**src/rtl/slxfp_pkg.sv**
```systemverilog
`default_nettype none
package slxfp_pkg;

    // default bound on the payload length, sets the payload counter width
    localparam int unsigned MAX_PAYLOAD_BOUND_DEF = 512;

    // configuration port
    localparam int unsigned CFG_IDX_W  = 2;
    localparam int unsigned CFG_DATA_W = 10;

    typedef enum logic [CFG_IDX_W-1:0] {
        CFG_SYNC_FIRST    = 2'd0,
        CFG_SYNC_SECOND   = 2'd1,
        CFG_VERSION       = 2'd2,
        CFG_PAYLOAD_LIMIT = 2'd3
    } t_cfg_idx;

    localparam logic [7:0] SYNC_FIRST_RST    = 8'h42;
    localparam logic [7:0] SYNC_SECOND_RST   = 8'h46;
    localparam logic [7:0] VERSION_RST       = 8'h01;
    localparam logic [9:0] PAYLOAD_LIMIT_RST = 10'd512;

    // header byte positions after the sync pair
    localparam int unsigned HDR_IDX_W = 3;
    localparam logic [HDR_IDX_W-1:0] POS_VERSION = 3'd2;
    localparam logic [HDR_IDX_W-1:0] POS_TYPE    = 3'd3;
    localparam logic [HDR_IDX_W-1:0] POS_TAG     = 3'd4;
    localparam logic [HDR_IDX_W-1:0] POS_FLAGS   = 3'd5;
    localparam logic [HDR_IDX_W-1:0] POS_LEN_LO  = 3'd6;
    localparam logic [HDR_IDX_W-1:0] POS_LEN_HI  = 3'd7;

    typedef enum logic [1:0] {
        PH_HUNT,
        PH_SYNC,
        PH_HEAD,
        PH_BODY
    } t_phase;

    typedef enum logic [1:0] {
        KIND_PAYLOAD    = 2'd0,
        KIND_GOOD       = 2'd1,
        KIND_HEADER_ERR = 2'd2,
        KIND_CHECK_ERR  = 2'd3
    } t_kind;

endpackage
`default_nettype wire

```
**src/rtl/slxfp_in_if.sv**
```systemverilog
`default_nettype none
interface slxfp_in_if;
    logic       valid;
    logic       ready;
    logic [7:0] rx_byte;

    modport source (output valid, output rx_byte, input ready);
    modport sink   (input valid, input rx_byte, output ready);
endinterface
`default_nettype wire

```
**src/rtl/slxfp_out_if.sv**
```systemverilog
`default_nettype none
interface slxfp_out_if;
    logic       valid;
    logic       ready;
    logic [1:0] result_kind;
    logic [7:0] frame_kind;
    logic [7:0] request_tag;
    logic [7:0] data_byte;
    logic [9:0] data_count;

    modport source (output valid, output result_kind, output frame_kind,
                    output request_tag, output data_byte, output data_count,
                    input ready);
    modport sink   (input valid, input result_kind, input frame_kind,
                    input request_tag, input data_byte, input data_count,
                    output ready);
endinterface
`default_nettype wire

```
**src/rtl/sync_length_xor_frame_parser.sv**
```systemverilog
`default_nettype none
// Byte-serial frame deframer. Each input beat carries one link byte. The parser
// hunts for the sync pair (sync_first then sync_second; a broken pair whose
// second byte is sync_first counts as a fresh first sync byte), then reads
// version, type, request id, flags and a little-endian 16-bit length. A wrong
// version or a length above min(payload_limit, MAX_PAYLOAD_BOUND) gives one
// header-error beat on the high length byte and the hunt restarts. Otherwise
// every payload byte leaves as a payload beat as soon as it arrives, and the
// byte after the payload is the XOR check over all bytes after the sync pair;
// it yields one good or checksum-error beat carrying the payload length. On a
// checksum error the consumer must drop the payload beats it already took.
// Throughput is one byte per clock while the consumer takes results: the byte
// is registered, decoded by a single pass of compare/XOR logic and the result
// is registered on the output side. The input register can still take a byte
// while a result waits if it is empty, so only a stalled consumer with both
// registers full holds the input off. Bytes that cause no result produce no
// output beat. Configuration writes go on the plain write port and must only
// happen while the parser is idle.
module sync_length_xor_frame_parser #(
    parameter int unsigned MAX_PAYLOAD_BOUND = slxfp_pkg::MAX_PAYLOAD_BOUND_DEF
) (
    input  wire                                i_clk,
    input  wire                                i_rst_n,
    input  wire                                i_cfg_we,
    input  wire [slxfp_pkg::CFG_IDX_W-1:0]     i_cfg_idx,
    input  wire [slxfp_pkg::CFG_DATA_W-1:0]    i_cfg_data,
    slxfp_in_if.sink                           i_rx,
    slxfp_out_if.source                        o_res
);
    import slxfp_pkg::*;

    // payload counter must hold the bound itself
    localparam int unsigned CNT_W = $clog2(MAX_PAYLOAD_BOUND + 1);
    localparam logic [16:0] BOUND = 17'(MAX_PAYLOAD_BOUND);

    // configuration registers
    logic [7:0] r_sync_first;
    logic [7:0] r_sync_second;
    logic [7:0] r_version;
    logic [9:0] r_limit;

    // input register
    logic       r_in_vld;
    logic [7:0] r_in_byte;

    // parser state
    t_phase               r_phase, n_phase;
    logic [HDR_IDX_W-1:0] r_hidx, n_hidx;
    logic [7:0]           r_len_lo, n_len_lo;
    logic [CNT_W-1:0]     r_pay_len, n_pay_len;
    logic [CNT_W-1:0]     r_pay_cnt, n_pay_cnt;
    logic [7:0]           r_check, n_check;
    logic [7:0]           r_kind, n_kind;
    logic [7:0]           r_tag, n_tag;
    logic                 r_vgood, n_vgood;

    // result register
    logic       r_out_vld;
    logic [1:0] r_out_kind;
    logic [7:0] r_out_fkind;
    logic [7:0] r_out_tag;
    logic [7:0] r_out_data;
    logic [9:0] r_out_count;

    // decode of the registered byte
    logic        emit;
    t_kind       res_kind;
    logic [7:0]  res_data;
    logic [9:0]  res_count;
    logic [15:0] len;
    logic [16:0] eff_limit;
    logic        len_over;
    logic        advance;

    // the decode stage moves on when the result register is free or drains
    assign advance    = !r_out_vld || o_res.ready;
    assign i_rx.ready = !r_in_vld || advance;

    assign len       = {r_in_byte, r_len_lo};
    // payload_limit saturated at the elaboration bound
    assign eff_limit = ({7'd0, r_limit} > BOUND) ? BOUND : {7'd0, r_limit};
    assign len_over  = {1'b0, len} > eff_limit;

    // config writes, reset to the protocol defaults
    always_ff @(posedge i_clk) begin
        if (!i_rst_n) begin
            r_sync_first  <= SYNC_FIRST_RST;
            r_sync_second <= SYNC_SECOND_RST;
            r_version     <= VERSION_RST;
            r_limit       <= PAYLOAD_LIMIT_RST;
        end else if (i_cfg_we) begin
            case (t_cfg_idx'(i_cfg_idx))
                CFG_SYNC_FIRST:    r_sync_first  <= i_cfg_data[7:0];
                CFG_SYNC_SECOND:   r_sync_second <= i_cfg_data[7:0];
                CFG_VERSION:       r_version     <= i_cfg_data[7:0];
                CFG_PAYLOAD_LIMIT: r_limit       <= i_cfg_data;
                default: ;
            endcase
        end
    end

    // next-state logic, evaluated on the byte in the input register
    always_comb begin
        n_phase   = r_phase;
        n_hidx    = r_hidx;
        n_len_lo  = r_len_lo;
        n_pay_len = r_pay_len;
        n_pay_cnt = r_pay_cnt;
        n_check   = r_check;
        n_kind    = r_kind;
        n_tag     = r_tag;
        n_vgood   = r_vgood;
        case (r_phase)
            PH_HUNT: begin
                if (r_in_byte == r_sync_first) n_phase = PH_SYNC;
            end
            PH_SYNC: begin
                if (r_in_byte != r_sync_second) begin
                    // broken pair: a repeated first sync byte keeps the hunt one step on
                    n_phase = (r_in_byte == r_sync_first) ? PH_SYNC : PH_HUNT;
                end else begin
                    n_check = 8'd0;
                    n_hidx  = POS_VERSION;
                    n_phase = PH_HEAD;
                end
            end
            PH_HEAD: begin
                n_check = r_check ^ r_in_byte;
                n_hidx  = r_hidx + 1'b1;
                case (r_hidx)
                    POS_VERSION: n_vgood  = (r_in_byte == r_version);
                    POS_TYPE:    n_kind   = r_in_byte;
                    POS_TAG:     n_tag    = r_in_byte;
                    POS_FLAGS:   ;
                    POS_LEN_LO:  n_len_lo = r_in_byte;
                    POS_LEN_HI: begin
                        if (!r_vgood || len_over) begin
                            n_phase   = PH_HUNT;
                            n_pay_len = '0;
                        end else begin
                            n_pay_len = CNT_W'(len);
                            n_pay_cnt = '0;
                            n_phase   = PH_BODY;
                        end
                    end
                    default: ;
                endcase
            end
            PH_BODY: begin
                if (r_pay_cnt < r_pay_len) begin
                    n_check   = r_check ^ r_in_byte;
                    n_pay_cnt = r_pay_cnt + 1'b1;
                end else begin
                    n_phase = PH_HUNT;
                end
            end
            default: n_phase = PH_HUNT;
        endcase
    end

    // result decode for the same byte
    always_comb begin
        emit      = 1'b0;
        res_kind  = KIND_PAYLOAD;
        res_data  = 8'd0;
        res_count = 10'd0;
        case (r_phase)
            PH_HEAD: begin
                if (r_hidx == POS_LEN_HI && (!r_vgood || len_over)) begin
                    emit     = 1'b1;
                    res_kind = KIND_HEADER_ERR;
                end
            end
            PH_BODY: begin
                emit = 1'b1;
                if (r_pay_cnt < r_pay_len) begin
                    res_data = r_in_byte;
                end else begin
                    // check byte closes the frame
                    res_kind  = (r_in_byte == r_check) ? KIND_GOOD : KIND_CHECK_ERR;
                    res_count = 10'(r_pay_len);
                end
            end
            default: ;
        endcase
    end

    // input register and parser state
    always_ff @(posedge i_clk) begin
        if (!i_rst_n) begin
            r_in_vld  <= 1'b0;
            r_phase   <= PH_HUNT;
            r_hidx    <= '0;
            r_len_lo  <= 8'd0;
            r_pay_len <= '0;
            r_pay_cnt <= '0;
            r_check   <= 8'd0;
            r_kind    <= 8'd0;
            r_tag     <= 8'd0;
            r_vgood   <= 1'b0;
        end else begin
            if (i_rx.ready) r_in_vld <= i_rx.valid;
            if (r_in_vld && advance) begin
                r_phase   <= n_phase;
                r_hidx    <= n_hidx;
                r_len_lo  <= n_len_lo;
                r_pay_len <= n_pay_len;
                r_pay_cnt <= n_pay_cnt;
                r_check   <= n_check;
                r_kind    <= n_kind;
                r_tag     <= n_tag;
                r_vgood   <= n_vgood;
            end
        end
    end

    always_ff @(posedge i_clk) begin
        if (i_rx.ready && i_rx.valid) r_in_byte <= i_rx.rx_byte;
    end

    // result register
    always_ff @(posedge i_clk) begin
        if (!i_rst_n) begin
            r_out_vld <= 1'b0;
        end else if (advance) begin
            r_out_vld <= r_in_vld && emit;
        end
    end

    always_ff @(posedge i_clk) begin
        if (advance && r_in_vld && emit) begin
            r_out_kind  <= res_kind;
            r_out_fkind <= n_kind;
            r_out_tag   <= n_tag;
            r_out_data  <= res_data;
            r_out_count <= res_count;
        end
    end

    assign o_res.valid       = r_out_vld;
    assign o_res.result_kind = r_out_kind;
    assign o_res.frame_kind  = r_out_fkind;
    assign o_res.request_tag = r_out_tag;
    assign o_res.data_byte   = r_out_data;
    assign o_res.data_count  = r_out_count;

endmodule
`default_nettype wire
```
**src/flat_wrapper.sv**
```systemverilog
// flat-port wrapper written by rule: the top's interface ports become plain ports
module sync_length_xor_frame_parser_flat import slxfp_pkg::*;
#(
    parameter int unsigned MAX_PAYLOAD_BOUND = slxfp_pkg::MAX_PAYLOAD_BOUND_DEF
)
  (i_clk, i_rst_n, i_cfg_we, i_cfg_idx, i_cfg_data, i_rx_valid, i_rx_rx_byte, i_rx_ready, o_res_valid, o_res_result_kind, o_res_frame_kind, o_res_request_tag, o_res_data_byte, o_res_data_count, o_res_ready);
  slxfp_in_if i_rx_i ();
  slxfp_out_if o_res_i ();
  input  wire i_clk;
  input  wire i_rst_n;
  input  wire i_cfg_we;
  input  wire [slxfp_pkg::CFG_IDX_W-1:0] i_cfg_idx;
  input  wire [slxfp_pkg::CFG_DATA_W-1:0] i_cfg_data;
  input wire logic [$bits(i_rx_i.valid)-1:0] i_rx_valid;
  input wire logic [$bits(i_rx_i.rx_byte)-1:0] i_rx_rx_byte;
  output wire logic [$bits(i_rx_i.ready)-1:0] i_rx_ready;
  output wire logic [$bits(o_res_i.valid)-1:0] o_res_valid;
  output wire logic [$bits(o_res_i.result_kind)-1:0] o_res_result_kind;
  output wire logic [$bits(o_res_i.frame_kind)-1:0] o_res_frame_kind;
  output wire logic [$bits(o_res_i.request_tag)-1:0] o_res_request_tag;
  output wire logic [$bits(o_res_i.data_byte)-1:0] o_res_data_byte;
  output wire logic [$bits(o_res_i.data_count)-1:0] o_res_data_count;
  input wire logic [$bits(o_res_i.ready)-1:0] o_res_ready;
  assign i_rx_i.valid = i_rx_valid;
  assign i_rx_i.rx_byte = i_rx_rx_byte;
  assign i_rx_ready = i_rx_i.ready;
  assign o_res_valid = o_res_i.valid;
  assign o_res_result_kind = o_res_i.result_kind;
  assign o_res_frame_kind = o_res_i.frame_kind;
  assign o_res_request_tag = o_res_i.request_tag;
  assign o_res_data_byte = o_res_i.data_byte;
  assign o_res_data_count = o_res_i.data_count;
  assign o_res_i.ready = o_res_ready;
  sync_length_xor_frame_parser #(.MAX_PAYLOAD_BOUND(MAX_PAYLOAD_BOUND)) u_core (.i_clk(i_clk), .i_rst_n(i_rst_n), .i_cfg_we(i_cfg_we), .i_cfg_idx(i_cfg_idx), .i_cfg_data(i_cfg_data), .i_rx(i_rx_i), .o_res(o_res_i));
endmodule
```
**config.mk**
```make
export PLATFORM = sky130hd
export DESIGN_NAME = sync_length_xor_frame_parser_flat
export DESIGN_NICKNAME = d
export VERILOG_FILES = /design/src/rtl/slxfp_pkg.sv /design/src/rtl/slxfp_in_if.sv /design/src/rtl/slxfp_out_if.sv /design/src/rtl/sync_length_xor_frame_parser.sv /design/src/flat_wrapper.sv
export SDC_FILE = /design/constraint.sdc
export NUM_CORES = 1
export LEC_CHECK = 0
export ABC_AREA = 0
export BUFFER_PORTS_ARGS = -buffer_cell sky130_fd_sc_hd__buf_2
export CAP_MARGIN = 10
export CELL_PAD_IN_SITES_DETAIL_PLACEMENT = 0
export CELL_PAD_IN_SITES_GLOBAL_PLACEMENT = 1
export CORE_ASPECT_RATIO = 1.5
export CORE_MARGIN = 1
export CORE_UTILIZATION = 46
export CTS_CLUSTER_SIZE = 25
export DETAILED_ROUTE_END_ITERATION = 8
export GPL_ROUTABILITY_DRIVEN = 0
export PLACE_DENSITY = 0.84
export SETUP_SLACK_MARGIN = 0.4
export SLEW_MARGIN = 20
export SYNTH_ARGS = -nofsm -noshare
export SYNTH_HDL_FRONTEND = slang
export SYNTH_SLANG_ARGS = --single-unit
```
**constraint.sdc**
```tcl
create_clock -name i_clk -period 4.4 [get_ports i_clk]
set_clock_uncertainty 0.1 [all_clocks]
set_input_delay 0.22 -clock i_clk [delete_from_list [all_inputs] [get_ports i_clk]]
set_output_delay 0.22 -clock i_clk [all_outputs]
set_load 0.1 [all_outputs]
```
==> results of run 1 <==
## Yosys cell counts (10+ instances only)
library cell	n	share of area (%)
dfxtp_1	94	30
nand2_1	90	5.3
edfxtp_1	44	21
nand3_1	21	1.7
and2_1	12	1.2
mux2_2	16	2.8
o21ai_0	18	1.4
nand2b_1	10	0.98
o21ai_1	11	0.86
nor3_1	18	1.4
a21oi_1	42	3.3
xnor2_1	32	4.4
clkbuf_1	22	1.3
ha_1	25	4.9
nand4_1	11	1.1
o21a_1	12	1.4
o211ai_1	11	1.3
inv_1	19	1.1
nor2_1	49	2.9
mux2i_1	25	3.9
## worst min-delay path, cell delays in order
cell and delay (ns):
buf_2 0.14, nand2_1 0.07, a21oi_1 0.05
## kinds of logic after synthesis
group	share of synthesized area [%]
buffers and inverters	3.61
DFF	50.3
muxes	6.76
and+or+nand+nor	17.6
adders and majority gates	4.91
xor gates and xnor gates	4.40
AOI/OAI and AO/OA	12.4
## state kept, by name, indices dropped and copies added, names as in the netlist
name,count
u_core.r_kind,8
u_core.o_res.request_tag,8
u_core.o_res.frame_kind,8
u_core.r_sync_first,8
u_core.r_pay_len,10
u_core.o_res.data_byte,8
u_core.r_phase,2
u_core.r_hidx,3
u_core.o_res.data_count,10
u_core.r_limit,10
u_core.r_in_byte,8
u_core.r_version,8
u_core.r_vgood,1
u_core.r_pay_cnt,10
u_core.r_len_lo,8
u_core.r_tag,8
u_core.o_res.result_kind,2
u_core.r_sync_second,8
u_core.r_in_vld,1
u_core.r_check,8
u_core.o_res.valid,1
## path summary, 6_finish.rpt
| path | start | end | cells past startpoint |
|---|---|---|---|
| worst max-delay path | u_core.r_limit[5] | u_core.o_res.frame_kind[6] | 11 |
| worst min-delay path | i_cfg_data[5] | u_core.r_version[5] | 3 |
| worst max register to register | u_core.r_limit[5] | u_core.o_res.frame_kind[6] | 11 |
| worst min register to register | u_core.r_kind[4] | u_core.r_kind[4] | 2 |
## layer usage
layer	share of wire [%]	GRT usage (%)	wire, um	vias to the layer above
li1	-	-	-	2445
met1	40	25.1	6140	2383
met2	53	39.6	8090	146
met3	4.2	3.97	650	36
met4	2.9	10.2	444	0
met5	0	0	0	-
## what timing repair did
action,4_1_cts,5_1_grt
hold buffers,18,0
setup buffers,0,0
hold endpoints to repair,21,0
## report_power, final
group / total [uW] / switching (uW) / leakage (uW) / internal [uW]
Clock: 1370 / 625 / 0.000272 / 749
Sequential: 1370 / 36.6 / 0.00114 / 1330
Combinational: 151 / 82.2 / 0.00130 / 68.8
## stage by stage
| stage | setup slack [ns] | util, % |
|---|---|---|
| floorplan | 0.999 | - |
| global placement | 1.22 | 50.2 |
| detailed placement | 1.17 | 50.2 |
| CTS | 1.17 | 55.7 |
| global route | 0.923 | 55.7 |
| finish | 1.20 | 55.7 |
## area by class of cell
| cell class | count | share of cell area, % |
|---|---|---|
| flip-flops and latches | 138 | 42.5 |
| multi-input cells | 460 | 39.1 |
| repair buffers | 86 | 7.10 |
| clock buffers | 17 | 5.64 |
| well taps | 162 | 2.69 |
| clock inverters | 15 | 1.99 |
| inverters | 20 | 0.995 |
==> impl_results.md, run 1 <==
- Status: finished, violations left
- Failing checks: design-rule violations
- Register area share after synthesis: between 50 and 60%
- WP buf/inv: 1
- CTS tree: done
- Crit share post-route: between 70% and 80%
- Worst path cell trace: nor4_1 -> nand2_1 -> o41ai_1 -> nand2_1 -> ha_1 -> nand3_1 -> a31oi_1 -> o21ai_4 -> o21a_1 -> nor2_4 -> buf_4
- Most Frequent Cell on Critical Path: nand2_1
- Nets: roughly 770
- Crit Path Class: flop to flop
- Resized cells post-CTS: 0
- Non-Filler Instances: roughly 900
- Gr usage total: 22.1%
- DIE WIDTH: a little under 100 um
- Post-Synthesis Cells: ~660
- Layout cells sized above 1: around 18%
- Root buf cell: clkbuf_16
- Io pins: 63
- Leak: around 0.0027 uW
- Reg2reg setup slack: around 1.2 ns
- Filler instances: roughly 1200
- Full die area: roughly 14000 um^2
- RSZ-0062 raised after global routing: no
- Worst Path Required: ~4.4 ns
- Peak Freq: 0.312 GHz
- Sink Count: ~140
- 1st-iter DRT viols: 302
- Drc violations: 6
- First-pass DRT Iterations: 7
- Main flop type after synthesis: dfxtp_1
- Pwr Total: 2890 uW
- Pins Over Slew Limit: 0
- Synth cell types: 54
- Final Critical Period: 3.20 ns
- CP max stage cell: buf_4
- Synth warn: 0
- Max Fanout on Critical Path: 36
- CTS H-Tree Depth: 4
- CP endpoint kind: flop
- Most common cell after layout, fill and taps aside: dfxtp_1
- Normalized max-slew margin: roughly 30%
- Syn Area/Cell: between 9 and 10 um^2
- Clock-pin slew on the worst setup and hold paths: about 0.060 ns
- Row cnt: 52
- Max cap viols: 0
- Synthesized cell area: roughly 6400 um^2
- CP Launch Type: flop
- Seq cells post-synth: 138
- I/O Buffers: 62
- Routed wire length: roughly 15 mm
- Most frequent cells in the layout: 94 x dfxtp_1, 90 x nand2_1, 62 x buf_2
- CORE AREA: ~14000 um^2
- Placed Cells: ~850
- DP Area: 6790 um^2
- Skew-Pair Late Insertion Delay: roughly 0.43 ns
- CP top delay family: compound AO/OA/AOI/OAI gates
- Post-Layout Inst Area: 7540 um^2
- First-pass GRT wire length: 24.5 mm
- Vias/cell: 5.58
- Vias in the first global route: slightly below 5000
- Diodes inserted: 0
- Area growth from synthesis to layout: 18.4%
- Final setup violation count: 0
- Hold WC Path Type: input pin to flop
- Multi-input gate area: a little under 3000 um^2
- Number of synthesized flops with an enable pin: 44
- Slew @ Worst Pin: 1.04 ns
- Worst hold margin: just under 0.005 ns
- Initial core utilization: around 47%
- Total gr overflow: 0
- Ys async rst share: 0%
- Largest net degree at the start of global routing: 52
- Setup TNS: 0 ns
- Syn Nets: about 710
- Die Ht: 146 um
- Max incr delay on CP: about 0.4 ns
- Via count: roughly 5000
- Initial antenna violation count: 0
- Max VDD drop: between 0.2 and 0.3 mV
- Num CTS Buffers: 17
- Hold Fails Final Rpt: 0
- Hpwl dp: about 10 mm
- Pwr Density: between 300 and 400 nW/um^2
- ANT nets after route: 0
- CTS max path bufs: 2
- CP Data Arrival Time: 3.18 ns
- Sequential cell area: between 3000 and 4000 um^2
- Routed WL per cell: approximately 17 um
No activity file was read; power rests on OpenSTA's default activity.
==> run 2: changes to the inputs <==
==> constraint.sdc (replaced) <==
create_clock -name i_clk -period 3.3 [get_ports i_clk]
set_clock_uncertainty 0.1 [all_clocks]
set_input_delay 0.165 -clock i_clk [delete_from_list [all_inputs] [get_ports i_clk]]
set_output_delay 0.165 -clock i_clk [all_outputs]
set_load 0.1 [all_outputs]
==> run 2 against run 1 <==
  * Setup slack lost 0.80 ns
  * Critical path depth up 1
  * Flip-flop and latch count did not move
  * Worst hold slack improved by 0.070 ns
  * The flow still finishes with violations (design-rule violations)
  * Wire length up 0.97%
  * Combinational power grew 70%
  * Largest cell class unchanged
  * Global-route usage grew 0.49 points
  * Critical path type unchanged
  * Total power up 32%
  * Final area is 2.9% higher
  * Core utilization increased by 1.6 points
==> impl_results.md, run 2 (same netlist as run 1, synthesis figures left out) <==
- Post-Place Setup Slack: 0.290 ns (-0.882 ns)
- Io pins: 63 (unchanged)
- CP Launch Type: flop
- Largest net degree at the start of global routing: 44 (-15%)
- First-pass DRT Iterations: 7 (unchanged)
- Nets: 793 (+2.6%)
- RSZ-0062 raised after global routing: yes
- Num CTS Buffers: 17 (unchanged)
- Full die area: 14300 um^2 (unchanged)
- Vias in the first global route: 5037 (+3.2%)
- Most common cell after layout, fill and taps aside: dfxtp_1
- Hold WC Path Type: input pin to flop
- CTS tree: done
- Total gr overflow: 0 (unchanged)
- Sink Count: 138 (unchanged)
- Routed wire length: 15.5 mm (+0.97%)
- ANT nets after route: 0 (unchanged)
- Util after Layout: 57.4% (+1.6 points)
- Root buf cell: clkbuf_16
- Final setup violation count: 0 (unchanged)
- Status: finished, violations left
- Max incr delay on CP: 0.35 ns (-0.05 ns)
- Pwr Total: 3800 uW (+32%)
- Gr usage total: 22.6% (+0.49 points)
- I/O Buffers: 62 (unchanged)
- Skew-Pair Late Insertion Delay: 0.42 ns (about the same)
- Slew @ Worst Pin: 0.742 ns (-0.303 ns)
- Final Critical Period: 2.91 ns (-0.296 ns)
- Die Ht: 146 um (unchanged)
- Row cnt: 52 (unchanged)
- Most Frequent Cell on Critical Path: nand2_1
- Crit share post-route: 88.0% (+15 points)
- CORE AREA: 13500 um^2 (unchanged)
- Final worst slack: 0.394 ns (-0.804 ns)
- Routed WL per cell: 16.9 um (-1.2%)
- CTS H-Tree Depth: 4 (unchanged)
- First-pass GRT wire length: 25.0 mm (+2.1%)
- Normalized max-slew margin: 50.4% (+21 points)
- CP Data Arrival Time: 2.98 ns (-0.20 ns)
- Clock-pin slew on the worst setup and hold paths: 0.06 ns (about the same)
- Most frequent cells in the layout: 93 x dfxtp_1, 89 x nand2_1, 62 x buf_2
- Initial core utilization: 47.1% (unchanged)
- Worst Path Required: 3.37 ns (-1.01 ns)
- Pins Over Slew Limit: 0 (unchanged)
- Max Fanout on Critical Path: 16 (-56%)
- Failing checks: design-rule violations
- CTS max path bufs: 2 (unchanged)
- Vias/cell: 5.47 (-1.9%)
- DIE WIDTH: 98.1 um (unchanged)
- Max VDD drop: 0.317 mV (+25%)
- Hpwl dp: 10.5 mm (+0.78%)
- CP max stage cell: o41ai_2
- Setup TNS: 0 ns (unchanged)
- Worst path cell trace: nor4_2 -> nand2_1 -> o41ai_2 -> nand2_1 -> ha_4 -> nand3_4 -> o32ai_4 -> nand2_2 -> o21ai_4 -> o21a_1 -> nor2_4 -> buf_8
- Hold Fails Final Rpt: 0 (unchanged)
- 1st-iter DRT viols: 236 (-22%)
- Diodes inserted: 0 (unchanged)
- Area growth from synthesis to layout: 21.9%
- Initial antenna violation count: 0 (unchanged)
- Non-Filler Instances: 918 (+2.2%)
- Layout cells sized above 1: 20.1% (+2.6 points)
- CP endpoint kind: flop
- Via count: 5023 (+0.26%)
- Peak Freq: 0.344 GHz (+10%)
- Pwr Density: 490 nW/um^2 (+28%)
- Max cap viols: 0 (unchanged)
- Reg2reg setup slack: 0.39 ns (-0.80 ns)
- Leak: 0.00283 uW (+4.3%)
- Placed Cells: 862 (+1.7%)
- Crit Path Class: flop to flop
- Drc violations: 5 (-1)
[run 2: changes by cell type in the layout (fill, tap and decap cells not counted), sizes merged]
cell / delta
dlygate4sd3: +1
clkinv: +2
bufinv: +1
buf: +19
clkinvlp: +2
inv: -7
clkbuf: +2
[run 2: power breakdown]
part / leakage, uW / total [uW] / internal (uW) / switching, uW
Sequential: 0.00114 / 1790 / 1780 / 19.8
Combinational: 0.00143 / 257 / 110 / 148
Clock: 0.000256 / 1750 / 1040 / 710
Total: 0.00283 / 3800 / 2930 / 877
[run 2: worst max-delay path: cells and delay by family, from the launching register on]
kind / cells / cell delay, ns
buffers and inverters: 1 / 0.16
adder cells (fa/ha/maj): 1 / 0.31
AO/OA/AOI/OAI: 4 / 0.96
AND/OR/NAND/NOR: 6 / 0.78
flip-flops: 1 / 0.33
[run 2: what timing repair did]
action | in CTS | in global routing
gates cloned | 0 | 0
setup buffers | 4 | 1
resized for setup | 1 | 12
endpoints found under the setup margin | 36 | 46
endpoints found under the hold margin | 42 | 0
pin swaps | 2 | 8
hold buffers | 19 | 0
[run 2: through the flow]
| stage | hold WS [ns] | area [um^2] |
|---|---|---|
| 6_report | 0.0752 | 7760 |
| 2_1_floorplan | 0.164 | 6400 |
| 4_1_cts | 0.0617 | 7690 |
| 3_5_place_dp | 0.246 | 6910 |
| 3_3_place_gp | 0.246 | 6910 |
| 5_1_grt | 0.0821 | 7760 |
[run 2: final timing paths]
| check | start | to | cells past startpoint |
|---|---|---|---|
| hold / removal | o_res_ready | u_core.o_res.valid | 4 |
| setup reg to reg | u_core.r_limit[8] | u_core.o_res.frame_kind[1] | 12 |
| hold reg to reg | u_core.r_pay_len[7] | u_core.r_pay_len[7] | 2 |
| setup / recovery | u_core.r_limit[8] | u_core.o_res.frame_kind[1] | 12 |
[run 2: final cells by class]
type | count | area [um^2]
sequential | 138 | 3200
clock buffer | 19 | 443
fill | 1208 | 5770
inverter | 20 | 75.1
timing repair buffer | 106 | 708
clock inverter | 13 | 104
tap | 162 | 203
multi-input combinational | 460 | 3030
[run 2: routing by layer]
layer	GRT usage, %	wire [um]
met3	4.93	588
met5	0	0
met4	11.9	493
met1	25.1	6090
met2	39.8	8300
==> run 3: changes to the inputs <==
--- a/config.mk
+++ b/config.mk
@@ -6,7 +6,7 @@
 export NUM_CORES = 1
 export LEC_CHECK = 0
 export ABC_AREA = 0
-export BUFFER_PORTS_ARGS = -buffer_cell sky130_fd_sc_hd__buf_2
+export BUFFER_PORTS_ARGS = -buffer_cell sky130_fd_sc_hd__buf_4
 export CAP_MARGIN = 10
 export CELL_PAD_IN_SITES_DETAIL_PLACEMENT = 0
 export CELL_PAD_IN_SITES_GLOBAL_PLACEMENT = 1
==> run 3 against run 2 <==
  * The flow still finishes with violations (design-rule violations)
  * Final area increased by 1.7%
  * Count of clock-buffer cells in the layout increased by 1
  * Combinational power hardly changed
  * Die area did not move
  * Core utilization is 0.95 points higher
  * Final cell count decreased by 0.33%
  * Fmax grew 5.8%
  * First-iteration DRC count did not move
  * Clock power up 11%
  * Sequential share of layout area down 0.69 points
  * Non-clock buffer count decreased by 3
  * Critical endpoint is now u_core.o_res.data_count[2]
==> impl_results.md, run 3 (same netlist as run 1, synthesis figures left out) <==
- Reg-to-Reg Start: u_core.r_limit[5]
- Full die area: 14300 um^2 (unchanged)
- Max cap viols: 0 (unchanged)
- Path depth of the worst reg2reg path: 12 (unchanged)
- Non-Filler Instances: 915 (-0.33%)
- Die Ht: 146 um (unchanged)
- Failing checks: design-rule violations
- Routed wire length: 15.6 mm (+0.98%)
- CTS tree: done
- Crit share post-route: 83.2% (-4.8 points)
- Initial core utilization: 47.1% (unchanged)
- I/O Buffers: 62 (unchanged)
- CP Launch Type: flop
- ANT nets after route: 0 (unchanged)
- Setup TNS: 0 ns (unchanged)
- Skew-Pair Late Insertion Delay: 0.42 ns (about the same)
- Layout cells sized above 1: 19.0% (-1.1 points)
- WHS Path Cells: 4 (unchanged)
- Pwr Total: 4000 uW (+5.1%)
- Max VDD drop: 0.353 mV (+11%)
- DIE WIDTH: 98.1 um (unchanged)
- CTS max path bufs: 2 (unchanged)
- Most Frequent Cell on Critical Path: nand2_1
- CP endpoint kind: flop
- P_int: 3110 uW (+6.3%)
- Initial antenna violation count: 0 (unchanged)
- Worst hold path endpoint: u_core.o_res.valid
- Peak Freq: 0.364 GHz (+5.8%)
- Sw power: 886 uW (+1.0%)
- Post-Place Setup Slack: 0.465 ns (+0.174 ns)
- Clock share of power: 48.5% (+2.4 points)
- CTS H-Tree Depth: 4 (unchanged)
- Via count: 5036 (+0.26%)
- Vias/cell: 5.50 (+0.59%)
- Max Fanout on Critical Path: 22 (+6)
- Hpwl dp: 10.6 mm (+0.88%)
- Hold WC Path Type: input pin to flop
- Root buf cell: clkbuf_16
- Most common cell after layout, fill and taps aside: dfxtp_1
- Diodes inserted: 0 (unchanged)
- Switching Fraction: 22.2% (-0.88 points)
- Logic pwr share: 6.4% (-0.4 points)
- Worst path cell trace: nor4_1 -> nand2_1 -> o41ai_2 -> nand2_1 -> ha_1 -> nand3_2 -> o32ai_1 -> nand2_1 -> o21ai_4 -> o21a_2 -> nor2_4 -> buf_6
- Row cnt: 52 (unchanged)
- Hold path start: o_res_ready
- Total gr overflow: 0 (unchanged)
- Max incr delay on CP: 0.32 ns (-0.03 ns)
- CP max stage cell: dfxtp_1
- Gr usage total: 22.7% (+0.13 points)
- RSZ-0062 raised after global routing: no
- CP Data Arrival Time: 2.76 ns (-0.22 ns)
- Largest net degree at the start of global routing: 40 (-9.1%)
- Worst Path Required: 3.31 ns (-0.06 ns)
- CORE AREA: 13500 um^2 (unchanged)
- Pwr Density: 506 nW/um^2 (+3.3%)
- Reg2reg setup slack: 0.55 ns (+0.16 ns)
- Sink Count: 138 (unchanged)
- Slew @ Worst Pin: 0.700 ns (-0.0421 ns)
- Pins Over Slew Limit: 0 (unchanged)
- Worst setup path startpoint: u_core.r_limit[5]
- Post-Layout Inst Area: 7890 um^2 (+1.7%)
- Status: finished, violations left
- Vias in the first global route: 5073 (+0.71%)
- Sequential share of power: 45.1% (-2.1 points)
- First-pass GRT wire length: 25.1 mm (+0.36%)
- Io pins: 63 (unchanged)
- Final worst slack: 0.553 ns (+0.159 ns)
- Normalized max-slew margin: 53.2% (+2.8 points)
- Placed Cells: 861 (-0.12%)
- Routed WL per cell: 17.1 um (+1.3%)
- Final Critical Period: 2.75 ns (-0.159 ns)
- Hold Fails Final Rpt: 0 (unchanged)
- DP Area: 7060 um^2 (+2.1%)
- Most frequent cells in the layout: 94 x dfxtp_1, 90 x nand2_1, 79 x buf_4
- Num CTS Buffers: 17 (unchanged)
- Clock-pin slew on the worst setup and hold paths: 0.06 ns (about the same)
- Final setup violation count: 0 (unchanged)
- Reg2reg end: u_core.o_res.data_count[2]
- Setup Fix Bufs, Post-CTS: 0 (-4)
- Drc violations: 5 (unchanged)
- Nets: 790 (-0.38%)
- Area growth from synthesis to layout: 23.9%
- Leak: 0.00290 uW (+2.3%)
- Crit Path Class: flop to flop
- First-pass DRT Iterations: 7 (unchanged)
- 1st-iter DRT viols: 236 (unchanged)
[run 3: changes by cell type in the layout (fill, tap and decap cells not counted), moves of 2 or more]
cell	previous run	this run
buf_4	23	79
buf_6	0	2
bufinv_16	1	3
clkinvlp_4	5	2
buf_2	62	0
dlygate4sd3_1	19	22
[run 3: final cells by class]
cell class	count	area [um^2]
fill	1198	5640
sequential	138	3200
multi-input combinational	460	2970
timing repair buffer	103	836
clock buffer	20	457
tap	162	203
clock inverter	12	146
inverter	20	75.1
[run 3: worst max-delay path: cells and delay by family, from the launching register on]
family	cells	cell delay [ns]
and+or+nand+nor	6	0.81
AOI/OAI and AO/OA	4	0.63
DFF	1	0.32
adders and majority gates	1	0.32
buffers and inverters	1	0.23
[run 3: routing by layer]
metal	track usage, %	routed length [um]	up-vias
met4	9.77	395	0
met1	25.3	6270	2445
li1	-	-	2472
met5	0	0	-
met2	41.7	8540	88
met3	4.02	422	31
[run 3: worst max path at each step]
stage                                        to  slack, ns  cells past startpoint
CTS                 u_core.o_res.result_kind[1]       0.44                     11
detailed placement   u_core.o_res.data_count[1]       0.46                     11
floorplan             u_core.o_res.data_byte[0]       0.39                     10
finish               u_core.o_res.data_count[2]       0.55                     12
global route                u_core.r_pay_cnt[0]       0.41                     12
global placement     u_core.o_res.data_count[2]       0.49                     12
[run 3: timing repair]
| item | 4_1_cts | 5_1_grt |
|---|---|---|
| resized for setup | 0 | 3 |
| endpoints found under the hold margin | 43 | 0 |
| setup endpoints to repair | 0 | 44 |
| hold buffers | 22 | 0 |
[run 3: power by group through the flow]
| stage | clock (uW) | sequential (uW) | combinational (uW) |
|---|---|---|---|
| floorplan | 0 | 1830 | 154 |
| global placement | 0 | 1840 | 229 |
| detailed placement | 0 | 1840 | 234 |
| CTS | 1960 | 1800 | 256 |
| global route | 2030 | 1810 | 278 |
| finish | 1940 | 1800 | 255 |
[run 3: per-stage QoR]
stage	util [%]	hold slack [ns]
finish	58.3	0.00900
global route	58.3	0.0322
CTS	58.3	0.00729
detailed placement	52.2	0.244
global placement	52.2	0.246
floorplan	-	0.164
